**src/design/ihc_pkg.sv**
```systemverilog
// ----------------------------------------------------------------------------
// ihc_pkg: shared types and constants for the IPv4 header check core
// Word layouts on the streaming ports, verdict codes and protocol numbers.
// ----------------------------------------------------------------------------
package ihc_pkg;

    // Header constants
    localparam logic [15:0] HDR_BYTES     = 16'd20;
    localparam logic [3:0]  IPV4_VERSION  = 4'd4;
    localparam logic [7:0]  PROTO_UDP     = 8'd17;
    localparam logic [7:0]  PROTO_ICMP    = 8'd1;

    // Verdict codes, in order of check priority after deliver
    typedef enum logic [2:0] {
        V_DELIVER       = 3'd0,
        V_TOO_SHORT     = 3'd1,
        V_BAD_VERSION   = 3'd2,
        V_BAD_LENGTH    = 3'd3,
        V_BAD_CSUM      = 3'd4,
        V_NOT_OURS      = 3'd5,
        V_PROTO_UNREACH = 3'd6
    } t_verdict;

    // One input word as held in the input register
    typedef struct packed {
        logic [15:0] frame_length;
        logic        start_req;
        logic [15:0] header_word;
    } t_in_word;

    // One result word as held in the output register
    typedef struct packed {
        logic [15:0] padding_length;
        logic [15:0] payload_length;
        logic [31:0] source_address;
        logic [7:0]  protocol;
        t_verdict    verdict;
    } t_result;

endpackage

```
**src/design/ipv4_header_check_core.sv**
```systemverilog
// The tenth header word leaves the input register and its verdict loads the result register.
// Throughput: one header word per cycle unless a last word waits on a stalled result register.
// A full header arrives as ten 16-bit words on the input port.
// Reset is synchronous, active low: clears the word counter, both stage valids
// and the local address register.
// ----------------------------------------------------------------------------
// ipv4_header_check_core: IPv4 header validation
// Sums and captures a 20-byte header word by word and reports one verdict.
// ----------------------------------------------------------------------------
module ipv4_header_check_core (
    input  logic        i_clk,
    input  logic        i_rst_n,
    // Local address register
    input  logic        i_local_addr_we,
    input  logic [31:0] i_local_addr_wdata,
    // Header words in
    input  logic        s_axis_tvalid,
    output logic        s_axis_tready,
    input  logic [31:0] s_axis_tdata,   // [15:0] header_word, [31:16] frame_length
    input  logic [0:0]  s_axis_tuser,   // [0] start_req
    // Verdict words out
    output logic        m_axis_tvalid,
    input  logic        m_axis_tready,
    output logic [71:0] m_axis_tdata,   // [7:0] protocol, [39:8] source_address,
                                        // [55:40] payload_length, [71:56] padding_length
    output logic [2:0]  m_axis_tuser    // [2:0] verdict
);
    import ihc_pkg::*;

    logic [31:0] r_local_addr;
    t_in_word    in_word;
    t_in_word    held_word;
    logic        held_valid;
    logic        res_pending;
    logic        out_free;
    logic        advance;
    t_result     eval_result;
    t_result     out_result;

    // Local address register
    always_ff @(posedge i_clk) begin
        if (!i_rst_n) begin
            r_local_addr <= 32'd0;
        end else if (i_local_addr_we) begin
            r_local_addr <= i_local_addr_wdata;
        end
    end

    // Unpack the input word
    assign in_word.header_word  = s_axis_tdata[15:0];
    assign in_word.frame_length = s_axis_tdata[31:16];
    assign in_word.start_req    = s_axis_tuser[0];

    // Held word moves on unless it carries a result with nowhere to go
    assign advance = held_valid && (!res_pending || out_free);

    ihc_in_stage u_in_stage (
        .i_clk     (i_clk),
        .i_rst_n   (i_rst_n),
        .i_valid   (s_axis_tvalid),
        .o_ready   (s_axis_tready),
        .i_word    (in_word),
        .i_advance (advance),
        .o_valid   (held_valid),
        .o_word    (held_word)
    );

    ihc_hdr_eval u_hdr_eval (
        .i_clk         (i_clk),
        .i_rst_n       (i_rst_n),
        .i_valid       (advance),
        .i_word        (held_word),
        .i_local_addr  (r_local_addr),
        .o_res_pending (res_pending),
        .o_result      (eval_result)
    );

    ihc_out_stage u_out_stage (
        .i_clk    (i_clk),
        .i_rst_n  (i_rst_n),
        .i_load   (advance && res_pending),
        .i_result (eval_result),
        .o_free   (out_free),
        .o_valid  (m_axis_tvalid),
        .i_ready  (m_axis_tready),
        .o_result (out_result)
    );

    // Pack the result word
    assign m_axis_tdata = {out_result.padding_length, out_result.payload_length,
                           out_result.source_address, out_result.protocol};
    assign m_axis_tuser = out_result.verdict;

endmodule

```
**src/design/ihc_in_stage.sv**
```systemverilog
// ----------------------------------------------------------------------------
// ihc_in_stage: input register
// Holds one accepted header word until the evaluation stage consumes it.
// ----------------------------------------------------------------------------
module ihc_in_stage (
    input  logic            i_clk,
    input  logic            i_rst_n,
    input  logic            i_valid,
    output logic            o_ready,
    input  ihc_pkg::t_in_word i_word,
    input  logic            i_advance,
    output logic            o_valid,
    output ihc_pkg::t_in_word o_word
);
    import ihc_pkg::*;

    logic     r_valid;
    t_in_word r_word;
    logic     accept;

    // Free when empty or when the held word moves on this cycle
    assign o_ready = !r_valid || i_advance;
    assign accept  = i_valid && o_ready;

    always_ff @(posedge i_clk) begin
        if (!i_rst_n) begin
            r_valid <= 1'b0;
        end else if (accept) begin
            r_valid <= 1'b1;
        end else if (i_advance) begin
            r_valid <= 1'b0;
        end
    end

    always_ff @(posedge i_clk) begin
        if (accept) begin
            r_word <= i_word;
        end
    end

    assign o_valid = r_valid;
    assign o_word  = r_word;

endmodule

```
**src/design/ihc_hdr_eval.sv**
```systemverilog
// ----------------------------------------------------------------------------
// ihc_hdr_eval: header field capture, checksum and verdict
// Keeps the per-packet state and forms the verdict on the last header word.
// ----------------------------------------------------------------------------
module ihc_hdr_eval (
    input  logic              i_clk,
    input  logic              i_rst_n,
    input  logic              i_valid,
    input  ihc_pkg::t_in_word i_word,
    input  logic [31:0]       i_local_addr,
    output logic              o_res_pending,
    output ihc_pkg::t_result  o_result
);
    import ihc_pkg::*;

    // Word positions within the header
    localparam logic [3:0] POS_VER_IHL = 4'd0;
    localparam logic [3:0] POS_TOT_LEN = 4'd1;
    localparam logic [3:0] POS_PROTO   = 4'd4;
    localparam logic [3:0] POS_CSUM    = 4'd5;
    localparam logic [3:0] POS_SRC_HI  = 4'd6;
    localparam logic [3:0] POS_SRC_LO  = 4'd7;
    localparam logic [3:0] POS_DST_HI  = 4'd8;
    localparam logic [3:0] POS_DST_LO  = 4'd9;
    localparam logic [3:0] POS_LAST    = 4'd9;

    logic [3:0]  r_word_count, n_word_count;
    logic [15:0] r_sum, n_sum;
    logic [7:0]  r_ver_ihl, n_ver_ihl;
    logic [15:0] r_total_len, n_total_len;
    logic [7:0]  r_protocol, n_protocol;
    logic [15:0] r_stored_csum, n_stored_csum;
    logic [31:0] r_source, n_source;
    logic        r_dest_mismatch, n_dest_mismatch;
    logic [15:0] r_frame_len, n_frame_len;

    logic [3:0]  pos;
    logic [15:0] w;
    logic [15:0] base_sum;
    logic [16:0] raw_sum;
    logic        active;
    logic [15:0] ihl_bytes;
    t_verdict    verdict;

    assign w      = i_word.header_word;
    assign pos    = i_word.start_req ? POS_VER_IHL : r_word_count;
    // A word outside a packet is dropped
    assign active = i_valid && (i_word.start_req || (r_word_count != POS_VER_IHL));

    // Next packet state for the word at hand
    always_comb begin
        n_ver_ihl       = r_ver_ihl;
        n_total_len     = r_total_len;
        n_protocol      = r_protocol;
        n_stored_csum   = r_stored_csum;
        n_source        = r_source;
        n_dest_mismatch = i_word.start_req ? 1'b0 : r_dest_mismatch;
        n_frame_len     = i_word.start_req ? i_word.frame_length : r_frame_len;
        base_sum        = i_word.start_req ? 16'd0 : r_sum;

        case (pos)
            POS_VER_IHL: n_ver_ihl     = w[15:8];
            POS_TOT_LEN: n_total_len   = w;
            POS_PROTO:   n_protocol    = w[7:0];
            POS_CSUM:    n_stored_csum = w;
            POS_SRC_HI:  n_source      = {w, r_source[15:0]};
            POS_SRC_LO:  n_source      = {r_source[31:16], w};
            POS_DST_HI: begin
                if (w != i_local_addr[31:16]) n_dest_mismatch = 1'b1;
            end
            POS_DST_LO: begin
                if (w != i_local_addr[15:0]) n_dest_mismatch = 1'b1;
            end
            default: ;
        endcase

        // Ones' complement add with end-around carry, checksum word skipped
        raw_sum = {1'b0, base_sum} + {1'b0, w};
        if (pos == POS_CSUM) begin
            n_sum = base_sum;
        end else begin
            n_sum = raw_sum[15:0] + {15'd0, raw_sum[16]};
        end

        n_word_count = (pos == POS_LAST) ? 4'd0 : pos + 4'd1;
    end

    // Control state
    always_ff @(posedge i_clk) begin
        if (!i_rst_n) begin
            r_word_count <= 4'd0;
        end else if (active) begin
            r_word_count <= n_word_count;
        end
    end

    // Captured header fields
    always_ff @(posedge i_clk) begin
        if (active) begin
            r_sum           <= n_sum;
            r_ver_ihl       <= n_ver_ihl;
            r_total_len     <= n_total_len;
            r_protocol      <= n_protocol;
            r_stored_csum   <= n_stored_csum;
            r_source        <= n_source;
            r_dest_mismatch <= n_dest_mismatch;
            r_frame_len     <= n_frame_len;
        end
    end

    // Verdict, first failing check wins
    assign ihl_bytes = {10'd0, n_ver_ihl[3:0], 2'b00};

    always_comb begin
        if (n_frame_len <= ihl_bytes) begin
            verdict = V_TOO_SHORT;
        end else if (n_ver_ihl[7:4] != IPV4_VERSION) begin
            verdict = V_BAD_VERSION;
        end else if (n_total_len > n_frame_len) begin
            verdict = V_BAD_LENGTH;
        end else if (~n_sum != n_stored_csum) begin
            verdict = V_BAD_CSUM;
        end else if (n_dest_mismatch) begin
            verdict = V_NOT_OURS;
        end else if (n_protocol == PROTO_UDP || n_protocol == PROTO_ICMP) begin
            verdict = V_DELIVER;
        end else begin
            verdict = V_PROTO_UNREACH;
        end
    end

    // Result fields
    always_comb begin
        o_result.verdict        = verdict;
        o_result.protocol       = n_protocol;
        o_result.source_address = n_source;
        o_result.payload_length = (n_total_len > HDR_BYTES) ? n_total_len - HDR_BYTES : 16'd0;
        o_result.padding_length = (n_frame_len > n_total_len) ?
                                  n_frame_len - n_total_len : 16'd0;
    end

    // The held word is the last of its header
    assign o_res_pending = !i_word.start_req && (r_word_count == POS_LAST);

endmodule

```
**src/design/ihc_out_stage.sv**
```systemverilog
// ----------------------------------------------------------------------------
// ihc_out_stage: result register
// Holds one verdict word until the downstream side takes it.
// ----------------------------------------------------------------------------
module ihc_out_stage (
    input  logic             i_clk,
    input  logic             i_rst_n,
    input  logic             i_load,
    input  ihc_pkg::t_result i_result,
    output logic             o_free,
    output logic             o_valid,
    input  logic             i_ready,
    output ihc_pkg::t_result o_result
);
    import ihc_pkg::*;

    logic    r_valid;
    t_result r_result;

    // Room for a new result when empty or being drained
    assign o_free = !r_valid || i_ready;

    always_ff @(posedge i_clk) begin
        if (!i_rst_n) begin
            r_valid <= 1'b0;
        end else if (i_load) begin
            r_valid <= 1'b1;
        end else if (i_ready) begin
            r_valid <= 1'b0;
        end
    end

    always_ff @(posedge i_clk) begin
        if (i_load) begin
            r_result <= i_result;
        end
    end

    assign o_valid  = r_valid;
    assign o_result = r_result;

endmodule

```
**config.mk**
```make
export PLATFORM = sky130hd
export DESIGN_NAME = ipv4_header_check_core
export DESIGN_NICKNAME = d
export VERILOG_FILES = /design/src/design/ihc_pkg.sv /design/src/design/ipv4_header_check_core.sv /design/src/design/ihc_in_stage.sv /design/src/design/ihc_hdr_eval.sv /design/src/design/ihc_out_stage.sv
export SDC_FILE = /design/constraint.sdc
export NUM_CORES = 1
export LEC_CHECK = 0
export ABC_CLOCK_PERIOD_IN_PS = 9070
export BUFFER_PORTS_ARGS = -buffer_cell sky130_fd_sc_hd__buf_2
export CAP_MARGIN = 20
export CELL_PAD_IN_SITES_DETAIL_PLACEMENT = 1
export CELL_PAD_IN_SITES_GLOBAL_PLACEMENT = 1
export CORE_MARGIN = 2
export CORE_UTILIZATION = 45
export DETAILED_ROUTE_END_ITERATION = 16
export PLACE_DENSITY_LB_ADDON = 0.1
export SLEW_MARGIN = 30
export SYNTH_ARGS = -nofsm -noshare
export SYNTH_HDL_FRONTEND = slang
export SYNTH_SLANG_ARGS = --single-unit
```
**constraint.sdc**
```tcl
create_clock -name i_clk -period 9.07 [get_ports i_clk]
set_input_delay 0.4535 -clock i_clk [delete_from_list [all_inputs] [get_ports i_clk]]
set_output_delay 0.4535 -clock i_clk [all_outputs]
set_load 0.005 [all_outputs]
```
==> impl_metrics.ini <==
[floorplan]
core_um2 = 29400
die_height_um = 176
die-width_um = 176
starting_density_of_the_core = 0.454
rows = 63
io-pin-count = 147
die_area_um2 = 31100

[detailed_routing]
drt_pass1_iterations = 5
drt-total-wl_um = 36600
vias_per_cell = 5.56
post_drt_wl_per_cell_um = 21.9
route.vias.total = 9286
drtAntennaViolNets = 0
detail_route.drc_violations = 0
detailedRoute.firstIterationViolations = 670

[setup_path]
start_kind = flop
timing.critical_path.cells = buf_4 -> nor2b_1 -> ha_1 -> a211oi_2 -> o211ai_1 -> a221oi_2 -> o21ai_0 -> a21o_1 -> a21o_1 -> a21o_1 -> ha_1 -> ha_1 -> xnor2_1 -> xnor2_1 -> nand2_1 -> o21ai_0 -> o21ai_0 -> or4_4 -> nor3_2 -> nand4_2 -> nor4_4 -> a21oi_1
critPathSlowestCell = buf_4
critical_path_peak_fanout = 55
worst-endpoint-arrival_ns = 6.37
critical-path-max-stage-delay_ns = 0.59
end_kind = flop
timing_worst_setup_path_type = flop to flop
worstPathRequired_ns = 9.37

[sta]
achievable_clock_frequency_ghz = 0.165
whs_ns = 0.0410
max-slew-margin-rel = 0.357
fin_crit_sh = 0.670
timing.final.ws_setup_ns = 2.99
period_needed_ns = 6.08
worst-slew-pin-transition_ns = 0.964
finalSetupViolations = 0
finalHoldViolCount = 0
timing.final.max_slew_violations = 0
rsz0062_at_grt = false
setup_total_negative_slack_ns = 0
finClkSkew_ns = 0.0449

[synthesis]
synth_ff_type = edfxtp_1
synthTopCellsByArea = edfxtp_1 50%, mux2i_1 5.9%, dfxtp_1 5.7%
synth.top_cell.area_share = 0.497
ys_async_sr_fraction = 0
synth_area_per_cell_um2 = 11.9
sequential_fraction_of_the_synthesis_area = 0.554
synth.cell_area_um2 = 13300
yosysWarningCount = 0
synth_enable_flop_cells = 221
yosysUniqueCellTypes = 78
syn-instance-count = 1119
number_of_synthesized_register_bits = 259
synth_fp_nets = 1231
synth.largest_area_cell = edfxtp_1

[cts]
cts_root_buffer = clkbuf_16
cts.reportedPaths.clkPinSlew_ns = 0.06
post_cts_buffers = 0
clock_tree_from_tritoncts = built
tritoncts.num_buffers = 30
hold_buffers = 0
clk-insertion-delay-late_ns = 0.59
postCtsResizedCells = 0
clock_tree_buf_depth = 3
h-tree-depth = 1
clkSinkCount = 259

[global_route]
grt_antenna_before_repair = 1
grt.total_usage = 0.237
first_global_vias = 9574
grt_overflow = 0
grt_first_pass_wirelength_um = 56400
largest_net_degree_at_the_start_of_global_routing = 77

[place]
port-buffer-count = 146
dpl-instance-area_um2 = 14500
place.gp.congestion = 0.841
worst_setup_slack_post_dpl_ns = 3.11
dp_hpwl_um = 24700

[worst_hold_path]
min_path_type = primary input to flop

[finish]
design_area_um2 = 15500
final.fill_count = 3064
share_of_layout_cells_above_drive_strength_1 = 0.229
syn2layout_area_growth_pct = 16.2
layout.nets = 1370
layout.cells.most_common = edfxtp_1
commonest_cells_after_routing_fill_and_taps_aside = 221 x edfxtp_1, 146 x buf_2, 83 x nand2_1

[power]
static-leakage-power_nw = 6.05
power.density_nw_per_um2 = 205
peakVddDrop_v = 0.000135

[status]
status = complete, no violations

[run]
drv_cap = 0
==> final timing paths <==
| path | start | end | slack, ns | cells past startpoint |
|---|---|---|---|---|
| hold reg to reg | r_local_addr[27]$_SDFFE_PN0P_ | r_local_addr[27]$_SDFFE_PN0P_ | 0.52 | 2 |
| setup reg to reg | u_in_stage.o_word[16]$_DFFE_PP_ | u_out_stage.o_result[2]$_SDFFCE_PP0P_ | 2.99 | 22 |
| hold / removal | s_axis_tdata[26] | u_in_stage.o_word[27]$_DFFE_PP_ | 0.04 | 1 |
| setup / recovery | u_in_stage.o_word[16]$_DFFE_PP_ | u_out_stage.o_result[2]$_SDFFCE_PP0P_ | 2.99 | 22 |
==> synth_stat cells (6+ instances only) <==
cell	count
edfxtp_1	221
nand2_1	83
nor2_1	81
mux2i_1	79
nor2b_1	57
mux2_2	56
xnor2_1	56
inv_1	46
ha_1	40
dfxtp_1	38
clkbuf_1	36
a21oi_1	34
o21ai_0	32
nand3_1	23
nor3_1	23
xor2_1	19
a21o_1	14
and3_1	14
nor4_1	13
o211ai_1	11
a31oi_1	10
buf_1	10
nand4_1	9
nand2b_1	8
buf_2	7
a21boi_0	6
==> registers in the layout (all words and copies together), names as in the netlist <==
register                    flops
u_hdr_eval.r_stored_csum       16
u_hdr_eval.r_frame_len         16
u_hdr_eval.r_ver_ihl            8
u_out_stage.o_result           75
u_hdr_eval.r_dest_mismatch      1
u_hdr_eval.r_protocol           8
u_out_stage.o_valid             1
u_hdr_eval.r_source            32
u_hdr_eval.r_sum               16
u_hdr_eval.r_word_count         4
r_local_addr                   32
u_in_stage.o_word              33
u_in_stage.o_valid              1
u_hdr_eval.r_total_len         16
==> critical path: cells and delay by family (launching register included) <==
kind / cells / cell delay (ns)
simple gates: 6 / 1.41
buf+inv: 1 / 0.59
flops: 1 / 0.37
xor+xnor: 2 / 0.43
fa+ha+maj: 3 / 0.86
compound gates: 10 / 2.17
==> final cells by class <==
| type | instances | area, um2 | share of cell area |
|---|---|---|---|
| clock inverter | 11 | 134 | 0.00864 |
| antenna | 2 | 5.00 | 0.000323 |
| sequential | 259 | 7400 | 0.477 |
| tap | 390 | 488 | 0.0315 |
| clock buffer | 42 | 848 | 0.0547 |
| inverter | 46 | 173 | 0.0111 |
| timing repair buffer | 161 | 847 | 0.0546 |
| multi-input combinational | 760 | 5610 | 0.362 |
==> cells by family after synthesis <==
| group | synth area share |
|---|---|
| buffers and inverters | 0.0289 |
| XOR/XNOR | 0.0522 |
| multiplexers | 0.107 |
| AND/OR/NAND/NOR | 0.138 |
| flip-flops | 0.554 |
| AO/OA/AOI/OAI | 0.0785 |
| adder cells (fa/ha/maj) | 0.0405 |
==> per-layer routing <==
layer	global-route usage	vias to the layer above	share of wire
met5	0	-	0
met2	0.390	208	0.48
met4	0.0706	0	0.028
li1	-	4381	-
met3	0.0327	51	0.039
met1	0.327	4646	0.45
==> power breakdown <==
group / total, mW / internal [mW] / switching (mW)
clock: 1.20 / 0.709 / 0.490
sequential: 1.42 / 1.37 / 0.0471
combinational: 0.562 / 0.224 / 0.338
total: 3.18 / 2.30 / 0.875
==> through the flow <==
stage / power [mW] / util / std cells
6_report: 3.18 / 0.527 / 1671
5_1_grt: 3.31 / 0.527 / 1670
4_1_cts: 3.20 / 0.527 / 1669
3_5_place_dp: 1.99 / 0.493 / 1616
3_3_place_gp: 1.98 / 0.493 / 1616
2_1_floorplan: 1.84 / - / 1119
Power figures use the tool's default switching activity.
